$ cat config.mk
export PLATFORM = sky130hd
export DESIGN_NAME = sd_card_init_sequencer_flat
export DESIGN_NICKNAME = d
export VERILOG_FILES = /design/src/rtl/core/sdi_pkg.sv /design/src/rtl/core/sdi_in_if.sv /design/src/rtl/core/sdi_out_if.sv /design/src/rtl/core/sdi_apb_regs.sv /design/src/rtl/core/sdi_seq_core.sv /design/src/rtl/core/sd_card_init_sequencer.sv /design/src/flat_wrapper.sv
export SDC_FILE = /design/constraint.sdc
export NUM_CORES = 1
export LEC_CHECK = 0
export ABC_AREA = 1
export BUFFER_PORTS_ARGS = -buffer_cell sky130_fd_sc_hd__buf_4
export CORE_MARGIN = 5
export CORE_UTILIZATION = 36
export CTS_CLUSTER_DIAMETER = 50
export DETAILED_ROUTE_END_ITERATION = 7
export SYNTH_ARGS = -nofsm -noshare
export SYNTH_HDL_FRONTEND = slang
export SYNTH_HIERARCHICAL = 1
export SYNTH_SLANG_ARGS = --single-unit
$ cat constraint.sdc
create_clock -name clk -period 9.9 [get_ports clk]
set_clock_uncertainty 0.1 [all_clocks]
set_input_delay 0.495 -clock clk [delete_from_list [all_inputs] [get_ports clk]]
set_output_delay 0.495 -clock clk [all_outputs]
set_load 0.1 [all_outputs]
$ cat src/rtl/core/sdi_pkg.sv
// ---------------------------------------------------------------------------
// sdi_pkg
// Types and constants of the SD card bring-up sequencer.
// ---------------------------------------------------------------------------
package sdi_pkg;

    // Command indexes
    localparam logic [5:0] CMD_GO_IDLE         = 6'd0;
    localparam logic [5:0] CMD_SEND_IF_COND    = 6'd8;
    localparam logic [5:0] CMD_APP             = 6'd55;
    localparam logic [5:0] CMD_SD_SEND_OP_COND = 6'd41;
    localparam logic [5:0] CMD_ALL_SEND_CID    = 6'd2;
    localparam logic [5:0] CMD_SEND_RCA        = 6'd3;
    localparam logic [5:0] CMD_SELECT_CARD     = 6'd7;

    localparam logic MODE_START = 1'b0;

    localparam int PADDR_W       = 4;
    localparam int OCR_READY_BIT = 31;
    localparam int OCR_CCS_BIT   = 30;

    localparam logic [31:0] ERR_MASK  = 32'hFFFF_FFFE;
    localparam logic [8:0]  ECHO_MASK = 9'h1FF;

    localparam logic [15:0] RETRY_LIMIT_RST = 16'd1000;
    localparam logic [31:0] OP_COND_RST     = 32'h4030_0000;
    localparam logic [11:0] IF_COND_RST     = 12'h1AA;

    typedef enum logic [1:0] {
        CAUSE_NONE      = 2'd0,
        CAUSE_PATTERN   = 2'd1,
        CAUSE_CMD_ERROR = 2'd2,
        CAUSE_TIMEOUT   = 2'd3
    } cause_t;

    typedef enum logic [1:0] {
        REG_RETRY_LIMIT = 2'd0,
        REG_OP_COND     = 2'd1,
        REG_IF_COND     = 2'd2
    } reg_index_t;

    typedef struct packed {
        logic [15:0] retry_limit;
        logic [31:0] op_cond_argument;
        logic [11:0] if_cond_argument;
    } cfg_t;

    typedef struct packed {
        logic        mode;
        logic [31:0] status_word;
        logic [31:0] response_word;
    } item_t;

    typedef struct packed {
        logic        issue_command;
        logic [5:0]  command_index;
        logic [31:0] command_argument;
        logic        finished;
        logic        succeeded;
        logic        high_capacity;
        logic [15:0] card_address;
        cause_t      failure_cause;
    } result_t;

endpackage

$ cat src/rtl/core/sdi_in_if.sv
// ---------------------------------------------------------------------------
// sdi_in_if
// Event channel: start requests and command completions.
// ---------------------------------------------------------------------------
interface sdi_in_if;
    logic        valid;
    logic        ready;
    logic        mode;
    logic [31:0] status_word;
    logic [31:0] response_word;

    modport source (output valid, output mode, output status_word, output response_word,
                    input ready);
    modport sink   (input valid, input mode, input status_word, input response_word,
                    output ready);
endinterface

$ cat src/rtl/core/sdi_out_if.sv
// ---------------------------------------------------------------------------
// sdi_out_if
// Result channel: next command and sequence outcome.
// ---------------------------------------------------------------------------
interface sdi_out_if;
    logic        valid;
    logic        ready;
    logic        issue_command;
    logic [5:0]  command_index;
    logic [31:0] command_argument;
    logic        finished;
    logic        succeeded;
    logic        high_capacity;
    logic [15:0] card_address;
    logic [1:0]  failure_cause;

    modport source (output valid, output issue_command, output command_index,
                    output command_argument, output finished, output succeeded,
                    output high_capacity, output card_address, output failure_cause,
                    input ready);
    modport sink   (input valid, input issue_command, input command_index,
                    input command_argument, input finished, input succeeded,
                    input high_capacity, input card_address, input failure_cause,
                    output ready);
endinterface

$ cat src/rtl/core/sdi_apb_regs.sv
// ---------------------------------------------------------------------------
// sdi_apb_regs
// APB register file: retry limit, ACMD41 argument, CMD8 argument.
// ---------------------------------------------------------------------------
module sdi_apb_regs (
    input  logic                        clk,
    input  logic                        rst_n,
    input  logic                        psel,
    input  logic                        penable,
    input  logic                        pwrite,
    input  logic [sdi_pkg::PADDR_W-1:0] paddr,
    input  logic [31:0]                 pwdata,
    output logic [31:0]                 prdata,
    output logic                        pready,
    output sdi_pkg::cfg_t               cfg
);
    import sdi_pkg::*;

    cfg_t       cfg_reg;
    logic       wr_en;
    reg_index_t reg_sel;

    assign pready  = 1'b1;
    assign wr_en   = psel && penable && pwrite && pready;
    assign reg_sel = reg_index_t'(paddr[PADDR_W-1:2]);
    assign cfg     = cfg_reg;

    always_ff @(posedge clk or negedge rst_n)
    begin
        if (!rst_n)
        begin
            cfg_reg.retry_limit      <= RETRY_LIMIT_RST;
            cfg_reg.op_cond_argument <= OP_COND_RST;
            cfg_reg.if_cond_argument <= IF_COND_RST;
        end
        else if (wr_en)
        begin
            unique case (reg_sel)
                REG_RETRY_LIMIT: cfg_reg.retry_limit      <= pwdata[15:0];
                REG_OP_COND:     cfg_reg.op_cond_argument <= pwdata;
                REG_IF_COND:     cfg_reg.if_cond_argument <= pwdata[11:0];
                default:         ;
            endcase
        end
    end

    always_comb
    begin
        unique case (reg_sel)
            REG_RETRY_LIMIT: prdata = {16'd0, cfg_reg.retry_limit};
            REG_OP_COND:     prdata = cfg_reg.op_cond_argument;
            REG_IF_COND:     prdata = {20'd0, cfg_reg.if_cond_argument};
            default:         prdata = 32'd0;
        endcase
    end
endmodule

$ cat src/rtl/core/sdi_seq_core.sv
// ---------------------------------------------------------------------------
// sdi_seq_core
// Bring-up state machine: one event in, next command or outcome out.
// ---------------------------------------------------------------------------
module sdi_seq_core (
    input  logic             clk,
    input  logic             rst_n,
    input  logic             step_en,
    input  sdi_pkg::item_t   item,
    input  sdi_pkg::cfg_t    cfg,
    output sdi_pkg::result_t result
);
    import sdi_pkg::*;

    typedef enum logic [3:0] {
        PH_IDLE   = 4'd0,
        PH_CMD0   = 4'd1,
        PH_CMD8   = 4'd2,
        PH_CMD55  = 4'd3,
        PH_ACMD41 = 4'd4,
        PH_CMD2   = 4'd5,
        PH_CMD3   = 4'd6,
        PH_CMD7   = 4'd7,
        PH_DONE   = 4'd8
    } phase_t;

    phase_t      phase_reg, phase_next;
    logic [15:0] attempt_reg, attempt_next;
    logic        capacity_reg, capacity_next;
    logic [15:0] rca_reg, rca_next;

    logic        err;
    logic [15:0] limit;
    logic [15:0] attempt_inc;
    logic        echo_bad;

    assign err         = (item.status_word & ERR_MASK) != 32'd0;
    assign limit       = (cfg.retry_limit == 16'd0) ? 16'd1 : cfg.retry_limit;
    assign attempt_inc = (attempt_reg != 16'hFFFF) ? attempt_reg + 16'd1 : attempt_reg;
    assign echo_bad    = (item.response_word[8:0] & ECHO_MASK)
                      != (cfg.if_cond_argument[8:0] & ECHO_MASK);

    always_comb
    begin
        phase_next    = phase_reg;
        attempt_next  = attempt_reg;
        capacity_next = capacity_reg;
        rca_next      = rca_reg;
        result.issue_command    = 1'b0;
        result.command_index    = CMD_GO_IDLE;
        result.command_argument = 32'd0;
        result.finished         = 1'b0;
        result.succeeded        = 1'b0;
        result.failure_cause    = CAUSE_NONE;

        if (item.mode == MODE_START)
        begin
            attempt_next  = 16'd0;
            capacity_next = 1'b0;
            rca_next      = 16'd0;
            phase_next    = PH_CMD0;
            result.issue_command = 1'b1;
        end
        else
        begin
            unique case (phase_reg)
                PH_CMD0:
                begin
                    phase_next = PH_CMD8;
                    result.issue_command    = 1'b1;
                    result.command_index    = CMD_SEND_IF_COND;
                    result.command_argument = {20'd0, cfg.if_cond_argument};
                end
                PH_CMD8:
                begin
                    // An error here means a v1 card: keep going.
                    if (!err && echo_bad)
                    begin
                        phase_next = PH_DONE;
                        result.finished      = 1'b1;
                        result.failure_cause = CAUSE_PATTERN;
                    end
                    else
                    begin
                        attempt_next = 16'd0;
                        phase_next   = PH_CMD55;
                        result.issue_command = 1'b1;
                        result.command_index = CMD_APP;
                    end
                end
                PH_CMD55:
                begin
                    if (err)
                    begin
                        phase_next = PH_DONE;
                        result.finished      = 1'b1;
                        result.failure_cause = CAUSE_CMD_ERROR;
                    end
                    else
                    begin
                        phase_next = PH_ACMD41;
                        result.issue_command    = 1'b1;
                        result.command_index    = CMD_SD_SEND_OP_COND;
                        result.command_argument = cfg.op_cond_argument;
                    end
                end
                PH_ACMD41:
                begin
                    if (err)
                    begin
                        phase_next = PH_DONE;
                        result.finished      = 1'b1;
                        result.failure_cause = CAUSE_CMD_ERROR;
                    end
                    else if (item.response_word[OCR_READY_BIT])
                    begin
                        capacity_next = item.response_word[OCR_CCS_BIT];
                        phase_next    = PH_CMD2;
                        result.issue_command = 1'b1;
                        result.command_index = CMD_ALL_SEND_CID;
                    end
                    else
                    begin
                        // Card still busy: count the attempt, retry or time out.
                        attempt_next = attempt_inc;
                        if (attempt_inc >= limit)
                        begin
                            phase_next = PH_DONE;
                            result.finished      = 1'b1;
                            result.failure_cause = CAUSE_TIMEOUT;
                        end
                        else
                        begin
                            phase_next = PH_CMD55;
                            result.issue_command = 1'b1;
                            result.command_index = CMD_APP;
                        end
                    end
                end
                PH_CMD2:
                begin
                    if (err)
                    begin
                        phase_next = PH_DONE;
                        result.finished      = 1'b1;
                        result.failure_cause = CAUSE_CMD_ERROR;
                    end
                    else
                    begin
                        phase_next = PH_CMD3;
                        result.issue_command = 1'b1;
                        result.command_index = CMD_SEND_RCA;
                    end
                end
                PH_CMD3:
                begin
                    if (err)
                    begin
                        phase_next = PH_DONE;
                        result.finished      = 1'b1;
                        result.failure_cause = CAUSE_CMD_ERROR;
                    end
                    else
                    begin
                        rca_next   = item.response_word[31:16];
                        phase_next = PH_CMD7;
                        result.issue_command    = 1'b1;
                        result.command_index    = CMD_SELECT_CARD;
                        result.command_argument = {item.response_word[31:16], 16'd0};
                    end
                end
                PH_CMD7:
                begin
                    phase_next = PH_DONE;
                    result.finished = 1'b1;
                    if (err)
                    begin
                        result.failure_cause = CAUSE_CMD_ERROR;
                    end
                    else
                    begin
                        result.succeeded = 1'b1;
                    end
                end
                default:
                begin
                    // Idle or finished: drop the completion.
                end
            endcase
        end

        result.high_capacity = capacity_next;
        result.card_address  = rca_next;
    end

    always_ff @(posedge clk or negedge rst_n)
    begin
        if (!rst_n)
        begin
            phase_reg    <= PH_IDLE;
            attempt_reg  <= 16'd0;
            capacity_reg <= 1'b0;
            rca_reg      <= 16'd0;
        end
        else if (step_en)
        begin
            phase_reg    <= phase_next;
            attempt_reg  <= attempt_next;
            capacity_reg <= capacity_next;
            rca_reg      <= rca_next;
        end
    end
endmodule

$ cat src/rtl/core/sd_card_init_sequencer.sv
// ---------------------------------------------------------------------------
// sd_card_init_sequencer
// SD card bring-up sequencer: CMD0, CMD8, CMD55/ACMD41 loop, CMD2, CMD3, CMD7.
// ---------------------------------------------------------------------------
//  channel  | dir | handshake       | payload
//  ---------+-----+-----------------+------------------------------------------
//  req      | in  | valid / ready   | mode, status_word, response_word
//  rsp      | out | valid / ready   | issue_command .. failure_cause
//  apb      | in  | psel / penable  | paddr, pwdata, prdata (pready tied high)
//
//  An accepted event is held in the input register, then goes through the
//  state machine into the result register. One event is accepted every
//  cycle while the result side keeps up; the state machine update is the
//  combinational step between the two registers.
//  A stall on rsp holds both registers; req.ready drops only when both are full.
//  Reset clears the phase, counters and both valid flags and loads the configuration defaults.
// ---------------------------------------------------------------------------
module sd_card_init_sequencer (
    input  logic                        clk,
    input  logic                        rst_n,
    sdi_in_if.sink                      req,
    sdi_out_if.source                   rsp,
    input  logic                        psel,
    input  logic                        penable,
    input  logic                        pwrite,
    input  logic [sdi_pkg::PADDR_W-1:0] paddr,
    input  logic [31:0]                 pwdata,
    output logic [31:0]                 prdata,
    output logic                        pready
);
    import sdi_pkg::*;

    cfg_t    cfg;
    item_t   item_reg;
    logic    in_valid_reg;
    result_t result_next;
    result_t result_reg;
    logic    rsp_valid_reg;
    logic    advance;
    logic    step_en;

    sdi_apb_regs u_regs (
        .clk     (clk),
        .rst_n   (rst_n),
        .psel    (psel),
        .penable (penable),
        .pwrite  (pwrite),
        .paddr   (paddr),
        .pwdata  (pwdata),
        .prdata  (prdata),
        .pready  (pready),
        .cfg     (cfg)
    );

    sdi_seq_core u_core (
        .clk     (clk),
        .rst_n   (rst_n),
        .step_en (step_en),
        .item    (item_reg),
        .cfg     (cfg),
        .result  (result_next)
    );

    // Result register frees up when empty or being taken.
    assign advance   = !rsp_valid_reg || rsp.ready;
    assign step_en   = advance && in_valid_reg;
    assign req.ready = !in_valid_reg || advance;

    always_ff @(posedge clk or negedge rst_n)
    begin
        if (!rst_n)
        begin
            in_valid_reg  <= 1'b0;
            rsp_valid_reg <= 1'b0;
        end
        else
        begin
            if (req.ready)
            begin
                in_valid_reg <= req.valid;
            end
            if (advance)
            begin
                rsp_valid_reg <= in_valid_reg;
            end
        end
    end

    always_ff @(posedge clk)
    begin
        if (req.valid && req.ready)
        begin
            item_reg.mode          <= req.mode;
            item_reg.status_word   <= req.status_word;
            item_reg.response_word <= req.response_word;
        end
        if (step_en)
        begin
            result_reg <= result_next;
        end
    end

    assign rsp.valid            = rsp_valid_reg;
    assign rsp.issue_command    = result_reg.issue_command;
    assign rsp.command_index    = result_reg.command_index;
    assign rsp.command_argument = result_reg.command_argument;
    assign rsp.finished         = result_reg.finished;
    assign rsp.succeeded        = result_reg.succeeded;
    assign rsp.high_capacity    = result_reg.high_capacity;
    assign rsp.card_address     = result_reg.card_address;
    assign rsp.failure_cause    = result_reg.failure_cause;
endmodule

$ cat src/flat_wrapper.sv
// flat-port wrapper written by rule: the top's interface ports become plain ports
module sd_card_init_sequencer_flat import sdi_pkg::*;
  (clk, rst_n, psel, penable, pwrite, paddr, pwdata, prdata, pready, req_valid, req_mode, req_status_word, req_response_word, req_ready, rsp_valid, rsp_issue_command, rsp_command_index, rsp_command_argument, rsp_finished, rsp_succeeded, rsp_high_capacity, rsp_card_address, rsp_failure_cause, rsp_ready);
  sdi_in_if req_i ();
  sdi_out_if rsp_i ();
  input  logic clk;
  input  logic rst_n;
  input  logic psel;
  input  logic penable;
  input  logic pwrite;
  input  logic [sdi_pkg::PADDR_W-1:0] paddr;
  input  logic [31:0] pwdata;
  output logic [31:0] prdata;
  output logic pready;
  input wire logic [$bits(req_i.valid)-1:0] req_valid;
  input wire logic [$bits(req_i.mode)-1:0] req_mode;
  input wire logic [$bits(req_i.status_word)-1:0] req_status_word;
  input wire logic [$bits(req_i.response_word)-1:0] req_response_word;
  output wire logic [$bits(req_i.ready)-1:0] req_ready;
  output wire logic [$bits(rsp_i.valid)-1:0] rsp_valid;
  output wire logic [$bits(rsp_i.issue_command)-1:0] rsp_issue_command;
  output wire logic [$bits(rsp_i.command_index)-1:0] rsp_command_index;
  output wire logic [$bits(rsp_i.command_argument)-1:0] rsp_command_argument;
  output wire logic [$bits(rsp_i.finished)-1:0] rsp_finished;
  output wire logic [$bits(rsp_i.succeeded)-1:0] rsp_succeeded;
  output wire logic [$bits(rsp_i.high_capacity)-1:0] rsp_high_capacity;
  output wire logic [$bits(rsp_i.card_address)-1:0] rsp_card_address;
  output wire logic [$bits(rsp_i.failure_cause)-1:0] rsp_failure_cause;
  input wire logic [$bits(rsp_i.ready)-1:0] rsp_ready;
  assign req_i.valid = req_valid;
  assign req_i.mode = req_mode;
  assign req_i.status_word = req_status_word;
  assign req_i.response_word = req_response_word;
  assign req_ready = req_i.ready;
  assign rsp_valid = rsp_i.valid;
  assign rsp_issue_command = rsp_i.issue_command;
  assign rsp_command_index = rsp_i.command_index;
  assign rsp_command_argument = rsp_i.command_argument;
  assign rsp_finished = rsp_i.finished;
  assign rsp_succeeded = rsp_i.succeeded;
  assign rsp_high_capacity = rsp_i.high_capacity;
  assign rsp_card_address = rsp_i.card_address;
  assign rsp_failure_cause = rsp_i.failure_cause;
  assign rsp_i.ready = rsp_ready;
  sd_card_init_sequencer u_core (.clk(clk), .rst_n(rst_n), .req(req_i), .rsp(rsp_i), .psel(psel), .penable(penable), .pwrite(pwrite), .paddr(paddr), .pwdata(pwdata), .prdata(prdata), .pready(pready));
endmodule
# == After elaboration in Yosys (flattened, before gate mapping) ==
# Cells that the tools add are included.
# totals
ff_bits,224
out_inout_bits,95
wordCells,105
# classes
add_sub_neg,1
order_cmp,1
n_eq_ne,16
muxes,46
n_reduce_logical,21
# op_table
op,count
$pmux W32 S3,2
$mux W16,9
$mux W39,2
$pmux W7 S6,1
$mux W7,5
$mux W4,8
$pmux W16 S2,1
$reduce_bool A32 Y1,1
$pmux W4 S7,1
$add A16 B1 Y16 const B,1
$eq A4 B3 Y1 const B,4
$ge A16 B16 Y1,1
$logic_not A16 Y1,1
$ne A16 B16 Y1 const B,1
$ne A3 B3 Y1 const B,4
$mux W1,11
$reduce_and A2 Y1,5
$ne A9 B9 Y1,1
$eq A4 B2 Y1 const B,2
$mux W2,4
$ne A8 B8 Y1 const B,1
$pmux W2 S3,1
$logic_and A1 B1 Y1,5
$reduce_and A5 Y1,1
other kinds (9),12

# == Logic depth before layout (Yosys ltp) ==
# Gate-level depths: netlist of run 1.
# depth
depth_word,8
mapped_depth,24
ltp_nobuf,24

# == Modules after synthesis ==
# The synthesis of run 1 kept the hierarchy.
# modules_own_cells
mod,instances,cells_each,area_each_um2,seq_area_each_um2
sd_card_init_sequencer,1,137,3848.7,3803.6
sdi_seq_core,1,590,3563.4,925.9
sdi_apb_regs,1,366,2787.7,1519.0

# == Least setup slack after synthesis of run 1 ==
# No wires, ideal clock.
# synth_path
path_type,reg2reg
from,register u_core.rsp_valid_reg (netlist: u_core/rsp.valid)
to,register u_core.u_core.attempt_reg[4]
setup_time_ns,0.065
t_arrival_ns,5.248
required_ns,9.735
path_slack_ns,4.487
stages_incl_launch_ff,10
path_buffers,2
synth_period_minus_slack_ns,5.413
path_cell_list,dfrtp_1 -> a21oi_1 -> buf_2 -> clkinv_1 -> a21oi_2 -> nand2_1 -> inv_2 -> buf_6 -> nand2_1 -> nand2_1
# synth_via
elab_chain_len,4
# synth_rtl
item,line,source
from (decl),sd_card_init_sequencer.sv:38,logic rsp_valid_reg;
from (signal assigned),sd_card_init_sequencer.sv:84,rsp_valid_reg <= in_valid_reg;
$logic_not A1 Y1,sd_card_init_sequencer.sv:65,assign advance = !rsp_valid_reg || rsp.ready;
$logic_or A1 B1 Y1,sd_card_init_sequencer.sv:65,
$logic_and A1 B1 Y1,sd_card_init_sequencer.sv:66,assign step_en = advance && in_valid_reg;
net u_core.step_en,sd_card_init_sequencer.sv:40,logic step_en;
$reduce_and A5 Y1 (no source line),n/a,
to (signal assigned),sdi_seq_core.sv:208,attempt_reg <= attempt_next;
to (decl),sdi_seq_core.sv:28,"logic [15:0] attempt_reg, attempt_next;"
# The timed path passes the listed nets, and every way through them passes these cells.
# A chain may end at the register's enable or synchronous reset.

# == Final worst setup path of run 1 ==
# layout_path
from,register u_core.u_core.attempt_reg[0]
to,"register u_core.result_reg, in the netlist u_core/rsp.finished, data pin"
# layout_via
elab_chain_len,7
word_cells_on_any_way,8
classes_between,1 x add/sub; 1 x order compare; 1 x eq/ne; 5 x mux
# layout_rtl
item,line,source
$add A16 B1 Y16 or $ne A16 B16 Y1 (tied branches),sdi_seq_core.sv:39,assign attempt_inc = (attempt_reg != 16'hFFFF) ? attempt_reg + 16'd1 : attempt_reg;
$mux W16 (*),sdi_seq_core.sv:39,
$ge A16 B16 Y1 (*),sdi_seq_core.sv:126,if (attempt_inc >= limit)
$mux W1 (*),sdi_seq_core.sv:126,
$mux W1 (*),sdi_seq_core.sv:115,else if (item.response_word[OCR_READY_BIT])
$mux W1 (*),sdi_seq_core.sv:109,if (err)
$pmux W1 S4 (*),sdi_seq_core.sv:66,unique case (phase_reg)
to (signal assigned),sd_card_init_sequencer.sv:99,result_reg <= result_next;
to (decl),sd_card_init_sequencer.sv:37,result_t result_reg;
# Every way passes the cells marked *; elsewhere a longest branch is shown, timed or not.

==> flow_metrics.tcl, run 1 <==
set metrics [dict create \
    status "finished clean" \
    cts_resized 0 \
    final_util_pct 46.8 \
    viasPerCell 4.71 \
    setup_tns_ns 0 \
    critical_path_class "reg2reg" \
    drtIter0Drc 649 \
    insertion_delay_ns 0.53 \
    fin_crit_ns 3.28 \
    crit_fanout 5 \
    synth.net_count 1210 \
    synth_area_per_cell_sq_um 9.18 \
    p_per_area_mw_per_mm2 218 \
    cts.root.buffer_cell "clkbuf_16" \
    numPortBuffers 191 \
    cts_max_path_buffers 3 \
    cts.reportedPaths.clkPinSlew_ns 0.06 \
    drive_gt1_share_pct 23.2 \
    worst_pin_slew_ns 1.02 \
    ios 203 \
    die_h_um 176 \
    cts_sinks 216 \
    antenna_found_initial 0 \
    wire_per_inst_um 16.4 \
    grt_start_max_net_pins 78 \
    cts_buffers 29 \
    largest_reg_flops 60 \
    insertedDiodeCount 0 \
    cts_tree "yes" \
    syn_to_final_growth_pct 27.3 \
    relSlewSlack_pct 32.0 \
    period_share_pct 33.1 \
    slew_violations 0 \
    die-area_sq_mm 0.0311 \
    grt_usage_pct 17.3 \
    netlist_area_sq_mm 0.00996 \
    start_util_pct 36.7 \
    drc 0 \
    fp-row-count 60 \
    synth_cells 1085 \
    worstSetupEndpointType "register" \
    rsz0062_at_grt "false" \
    dp_hpwl_um 19100 \
    cp.required_ns 10.08 \
    vias 7877 \
    fmax_mhz 305 \
    dieWidth_um 176 \
    grt_pass1_vias 7894 \
    overflow 0 \
    start_kind "register" \
    ctsHtreeMaxLevel 1 \
    report.final.hold_viol_count 0 \
    grt_first_pass_wirelength_um 43100 \
    drt_pass1_iterations 7 \
    fin_nets 1405 \
    leakagePower_nw 5.90 \
    vdd_drop_max_uv 137 \
    routabilityCongestion 0.858 \
    ys.warnings.count 6 \
    core-area_sq_mm 0.0271 \
    wl_um 27400 \
    hold_path.class "in2reg" \
    arrival_ns 3.46 \
    cap_viol_max_count 0 \
    antenna_left 0 \
    setup_violations 0 \
]
## layer usage
| layer | wire (um) | track usage (%) | share of wire [%] |
|---|---|---|---|
| met1 | 12300 | 24.1 | 45 |
| met2 | 12300 | 27.5 | 45 |
| met3 | 2050 | 3.30 | 7.5 |
| met4 | 800 | 5.61 | 2.9 |
| met5 | 0 | 0 | 0 |
## area by class of cell
type                    instances  area (sq um)
clock buffers                  32           768
clock inverters                21           216
fillers                      2602         14400
inverters                      89           339
multi-input cells             746          3390
flip-flops and latches        216          6010
well taps                     372           465
repair buffers                198          1490
## metrics by stage
step	instance area, sq um	cells	hold slack [ns]	power, W	setup slack, ns
6_report	12700	1674	0.0397	0.00277	6.62
2_1_floorplan	9960	1085	0.0994	0.00156	4.49
5_1_grt	12700	1674	0.00765	0.00290	6.26
3_5_place_dp	11700	1620	0.333	0.00173	6.59
4_1_cts	12700	1674	0.0158	0.00280	6.58
3_3_place_gp	11700	1620	0.330	0.00173	6.59
## placed cells by master (no fill, tap or decap), drive strengths merged, types with 17 or more instances in the layout
cell,count
dfrtp,85
clkbuf,32
inv,94
buf,197
edfxtp,117
nand3,30
nor2,72
o21ai,18
nand2,497
ha,17
a21oi,61
## worst paths after layout
| check | start | endpoint | slack, ns | cells after the start |
|---|---|---|---|---|
| worst max-delay path | u_core/u_core/attempt_reg[0] | u_core/rsp.finished | 6.62 | 18 |
| worst min-delay path | req_response_word[5] | u_core/item_reg[5] | 0.04 | 1 |
| worst max register to register | u_core/u_core/attempt_reg[0] | u_core/rsp.finished | 6.62 | 18 |
| worst min register to register | u_core/u_regs/cfg[33] | u_core/u_regs/cfg[33] | 0.38 | 2 |
| max in group asynchronous | rst_n | u_core/u_regs/cfg[11] | 8.03 | 3 |
| min in group asynchronous | rst_n | u_core/u_core/rca_reg[6] | 0.32 | 2 |
## timing repair
action,in CTS,in global routing
hold buffers,1,0
endpoints found under the hold margin,20,0
setup buffers,0,0
## worst max-delay path, stage by stage, from the launching register on
cell     delay (ns)
dfrtp_1        0.42
ha_1           0.21
nand2_1        0.08
nor3_1         0.31
nand4_1        0.23
nor2_1         0.20
nand2_1        0.14
nand3_1        0.14
ha_1           0.25
nand2_1        0.07
inv_1          0.04
nor2_1         0.07
o21ai_0        0.08
a21oi_1        0.26
nand2_1        0.12
nand2_1        0.12
nand2_1        0.06
nand2_1        0.09
nand2_1        0.07
## where the power goes
group / switching [W] / internal (W) / leakage [nW] / total (W)
Sequential: 0.0000714 / 0.00106 / 2.41 / 0.00113
Combinational: 0.000444 / 0.000141 / 3.01 / 0.000586
Clock: 0.000406 / 0.000645 / 0.486 / 0.00105
(Power assumes the default switching activity.)
==> inputs of run 2 (changes only) <==
clock period = 2.8 ns   (was 9.9 ns; I/O delays follow)
==> flow_metrics.tcl, run 2 (synthesis results as in run 1) <==
set metrics [dict create \
    grt_pass1_vias 8463 \
    routabilityCongestion 0.869 \
    wire_per_inst_um 16.2 \
    slew_violations 0 \
    die-area_sq_mm 0.0311 \
    reg2reg_from "u_core/u_core/attempt_reg[1]" \
    r2r_slack_ns -0.06 \
    cp.required_ns 3.02 \
    antenna_left 0 \
    ios 203 \
    numPortBuffers 191 \
    largest_reg_flops 60 \
    dieWidth_um 176 \
    start_util_pct 36.7 \
    reg2reg_to "u_core/rsp.finished" \
    fmax_mhz 349 \
    worst_pin_slew_ns 1.07 \
    antenna_found_initial 0 \
    status "complete, but fails checks" \
    syn_to_final_growth_pct 43.3 \
    violations "setup timing" \
    arrival_ns 3.08 \
    start_kind "register" \
    leakagePower_nw 6.62 \
    cts_tree "yes" \
    cp_slowest_cell "dfrtp_1" \
    critical_path_class "reg2reg" \
    drc 0 \
    ctsHtreeMaxLevel 1 \
    report.final.hold_viol_count 0 \
    grt_first_pass_wirelength_um 45900 \
    die_h_um 176 \
    period_share_pct 102 \
    cap_viol_max_count 0 \
    wl_um 29500 \
    crit_top_cell "nand2_1" \
    drive_gt1_share_pct 26.8 \
    final_common_cell "nand2_1" \
    insertedDiodeCount 0 \
    core-area_sq_mm 0.0271 \
    cts_buffers 31 \
    viasPerCell 4.64 \
    cts_max_path_buffers 3 \
    rsz0062_at_grt "true" \
    relSlewSlack_pct 28.5 \
    grt_start_max_net_pins 55 \
    vdd_drop_max_uv 518 \
    p_per_area_mw_per_mm2 713 \
    fin_nets 1549 \
    critPathMaxStageDelay_ns 0.37 \
    setup_violations 4 \
    drt_pass1_iterations 5 \
    final_util_pct 52.7 \
    insertion_delay_ns 0.57 \
    worstSetupEndpointType "register" \
    overflow 0 \
    fp-row-count 60 \
    vias 8455 \
    final_cell_mix "474 x nand2_1, 239 x buf_4, 117 x edfxtp_1" \
    cts.root.buffer_cell "clkbuf_16" \
    hold_path.class "in2async" \
    grt_usage_pct 18.4 \
    cp_cell_sequence "ha_2 -> nand2_2 -> nor3_4 -> nand4_1 -> buf_4 -> buf_4 -> nand2_1 -> o21a_1 -> ha_4 -> a21oi_2 -> o21ai_1 -> a21oi_1 -> buf_4 -> nand2_2 -> nand2_2 -> nand2_1 -> nand2_1 -> nand2_1" \
    crit_fanout 3 \
    setup_tns_ns -0.183 \
    dp_hpwl_um 19900 \
    cts_sinks 216 \
    fin_crit_ns 2.86 \
    setup_slack_ns -0.0636 \
    drtIter0Drc 652 \
    cts.reportedPaths.clkPinSlew_ns 0.06 \
    r2r.worst_path.cells 18 \
]
## run 2: cell types whose count changed in the layout (fill, tap and decap cells not counted), sizes merged, moves of 2 or more
cell / before / now
buf: 197 / 241
bufinv: 3 / 1
clkbuf: 32 / 37
clkinv: 12 / 9
clkinvlp: 1 / 5
dlygate4sd3: 1 / 99
## run 2: final cells by class
class,count,area (sq um)
timing repair buffer,340,2820
clock buffer,37,872
multi-input combinational,746,3560
clock inverter,21,203
tap,372,465
fill,2390,12800
inverter,89,348
sequential,216,6010
## run 2: worst max path at each step
stage / start / to / slack, ns
final: u_core/u_core/attempt_reg[1] / u_core/rsp.finished / -0.06
after global routing: u_core/u_core/attempt_reg[1] / u_core/u_core/phase_reg[3] / -0.21
after CTS: u_core/u_core/attempt_reg[1] / u_core/rsp.issue_command / -0.02
after detailed placement: u_core/u_core/attempt_reg[0] / u_core/rsp.issue_command / -0.18
after global placement: u_core/u_core/attempt_reg[0] / u_core/rsp.issue_command / -0.12
after floorplan: u_core/u_core/attempt_reg[0] / u_core/rsp.issue_command / 0.01
## run 2: routing by layer
metal | vias to the layer above | GRT usage [%] | wire, um
met4 | 0 | 5.42 | 832
met3 | 55 | 3.28 | 1940
met1 | 3932 | 24.9 | 13000
met5 | - | 0 | 0
met2 | 302 | 30.4 | 13700
li1 | 4166 | - | -
## run 2: power by group
| part | switching [W] | internal, W |
|---|---|---|
| clock | 0.00158 | 0.00237 |
| sequential | 0.000252 | 0.00374 |
| combinational | 0.00163 | 0.000612 |
## run 2: critical path: cells and delay by family, from the launching register on
| family | cells | cell delay, ns |
|---|---|---|
| compound gates | 4 | 0.48 |
| fa+ha+maj | 2 | 0.42 |
| buf+inv | 3 | 0.47 |
| flops | 1 | 0.37 |
| simple gates | 9 | 0.78 |
## run 2: stage by stage
stage               std cells  setup WS, ns  total power, W  hold WS, ns  instance area, sq um
floorplan                1085        0.0106         0.00553       -0.256                 10000
global placement         1659        -0.115         0.00613       0.0978                 12000
detailed placement       1659        -0.179         0.00615       0.0928                 12000
CTS                      1819       -0.0194          0.0103       0.0142                 14200
global route             1821        -0.207          0.0106       0.0708                 14300
finish                   1821       -0.0636          0.0102       0.0277                 14300
## run 2: repair_timing
action / in CTS / in global routing
buffers inserted: 3 / 2
pin swaps: 9 / 4
hold buffers: 99 / 0
endpoints found under the setup margin: 10 / 12
endpoints found under the hold margin: 169 / 0
cloned: 0 / 0
resized for setup: 27 / 16
==> inputs of run 3 (changes only) <==
SKIP_CTS_REPAIR_TIMING = 1   (was unset)
==> flow_metrics.tcl, run 3 (synthesis results as in run 1) <==
set metrics [dict create \
    status "complete, but fails checks" \
    violations "setup timing" \
    vias 8471 \
    leakagePower_nw 6.61 \
    slew_violations 0 \
    wl_um 29400 \
    cts_buffers 31 \
    drt_pass1_iterations 5 \
    dp_hpwl_um 19900 \
    die_h_um 176 \
    cap_viol_max_count 0 \
    regArea_sq_mm 0.00601 \
    antenna_left 0 \
    p_per_area_mw_per_mm2 715 \
    fmax_mhz 348 \
    crit_top_cell "nand2_1" \
    cts.root.buffer_cell "clkbuf_16" \
    largest_reg_flops 60 \
    rsz0062_at_grt "true" \
    grt_usage_pct 17.5 \
    wire_per_inst_um 16.2 \
    drtIter0Drc 739 \
    dieWidth_um 176 \
    report.final.hold_viol_count 0 \
    critical_path_class "reg2reg" \
    cts_tree "yes" \
    worstSetupEndpointType "register" \
    insertedDiodeCount 0 \
    ctsHtreeMaxLevel 1 \
    worst_pin_slew_ns 1.07 \
    pre_cts_ws_ns -0.179 \
    crit_fanout 4 \
    hold_path.class "in2async" \
    grt_start_max_net_pins 55 \
    numPortBuffers 191 \
    cp.required_ns 3.02 \
    grt_first_pass_wirelength_um 43500 \
    fill_cells 2398 \
    setup_violations 4 \
    viasPerCell 4.66 \
    start_util_pct 36.7 \
    cp_slowest_cell "dfrtp_1" \
    arrival_ns 3.09 \
    critPathMaxStageDelay_ns 0.36 \
    cts.reportedPaths.clkPinSlew_ns 0.06 \
    syn_to_final_growth_pct 42.7 \
    drive_gt1_share_pct 26.4 \
    drc 0 \
    relSlewSlack_pct 28.5 \
    grt_pass1_vias 7896 \
    overflow 0 \
    final_cell_mix "474 x nand2_1, 237 x buf_4, 117 x edfxtp_1" \
    cp_cell_sequence "buf_4 -> nand3_2 -> nor3_2 -> nand4_1 -> or2_4 -> nand3_2 -> ha_1 -> nand2_1 -> inv_1 -> nor2_1 -> o21ai_0 -> a21oi_1 -> buf_4 -> nand2_2 -> nand2_2 -> nand2_1 -> nand2_1 -> nand2_1" \
    cts_sinks 216 \
    antenna_found_initial 0 \
    cts_max_path_buffers 3 \
    period_share_pct 103 \
    fp-row-count 60 \
    placed_cell_area_sq_mm 0.0120 \
    multiInputGateArea_sq_mm 0.00352 \
    stdcell_area_sq_mm 0.0142 \
    fin_nets 1546 \
    setup_slack_ns -0.0737 \
    fin_crit_ns 2.87 \
    routabilityCongestion 0.869 \
    die-area_sq_mm 0.0311 \
    core-area_sq_mm 0.0271 \
    start_kind "register" \
    insertion_delay_ns 0.57 \
    ios 203 \
    vdd_drop_max_uv 518 \
    final_common_cell "nand2_1" \
]
==> run 3: cell types whose count changed in the layout (fill, tap and decap cells not counted), moves of 2 or more <==
| cell | before | now |
|---|---|---|
| buf_4 | 239 | 237 |
| ha_1 | 13 | 16 |
| ha_4 | 3 | 0 |
| o21ai_1 | 5 | 3 |
==> run 3: per-layer routing <==
metal,part of all wire [%],vias up,GRT usage (%)
met5,0,-,0
met4,2.6,0,4.61
met3,6.4,49,3.32
met2,47,315,27.9
met1,44,3947,24.6
li1,-,4160,-
==> run 3: worst max-delay path, delay by kind of cell (launching register included) <==
kind / cells / cell delay (ns)
buffers and inverters: 3 / 0.32
DFF: 1 / 0.36
AOI/OAI and AO/OA: 2 / 0.23
adders and majority gates: 1 / 0.24
and+or+nand+nor: 12 / 1.35
==> run 3: path summary, 6_finish.rpt <==
kind                                                   start                          to  slack (ns)  cells after the start
worst min register to register         u_core/u_regs/cfg[42]       u_core/u_regs/cfg[42]        0.38                      2
worst max-delay path            u_core/u_core/attempt_reg[1]         u_core/rsp.finished       -0.07                     18
max in group asynchronous                              rst_n       u_core/u_regs/cfg[25]        1.69                      3
worst max register to register  u_core/u_core/attempt_reg[1]         u_core/rsp.finished       -0.07                     18
min in group clk                                     penable       u_core/u_regs/cfg[12]        0.06                      5
worst min-delay path                                   rst_n  u_core/u_core/phase_reg[1]        0.03                      2
==> run 3: layout make-up <==
cell class	instances	share of cell area (%)
clock inverters	21	1.43
repair buffers	337	19.6
multi-input cells	746	24.8
inverters	89	2.45
well taps	372	3.27
flip-flops and latches	216	42.3
clock buffers	37	6.14
==> run 3: per-stage QoR <==
step | instances | utilization, % | hold WS (ns) | total power [W] | TNS (ns)
after floorplan | 1085 | - | -0.256 | 0.00553 | 0
after global placement | 1659 | 44.3 | 0.0978 | 0.00613 | -0.457
after detailed placement | 1659 | 44.3 | 0.0928 | 0.00615 | -0.960
after CTS | 1717 | 48.3 | -0.520 | 0.0101 | -1.09
after global routing | 1818 | 52.4 | 0.0680 | 0.0106 | -1.81
final | 1818 | 52.4 | 0.0291 | 0.0102 | -0.197
==> run 3: report_power, final <==
group / switching [W] / leakage (nW) / internal (W)
Clock: 0.00158 / 0.523 / 0.00237
Combinational: 0.00162 / 3.67 / 0.000605
Sequential: 0.000252 / 2.41 / 0.00374
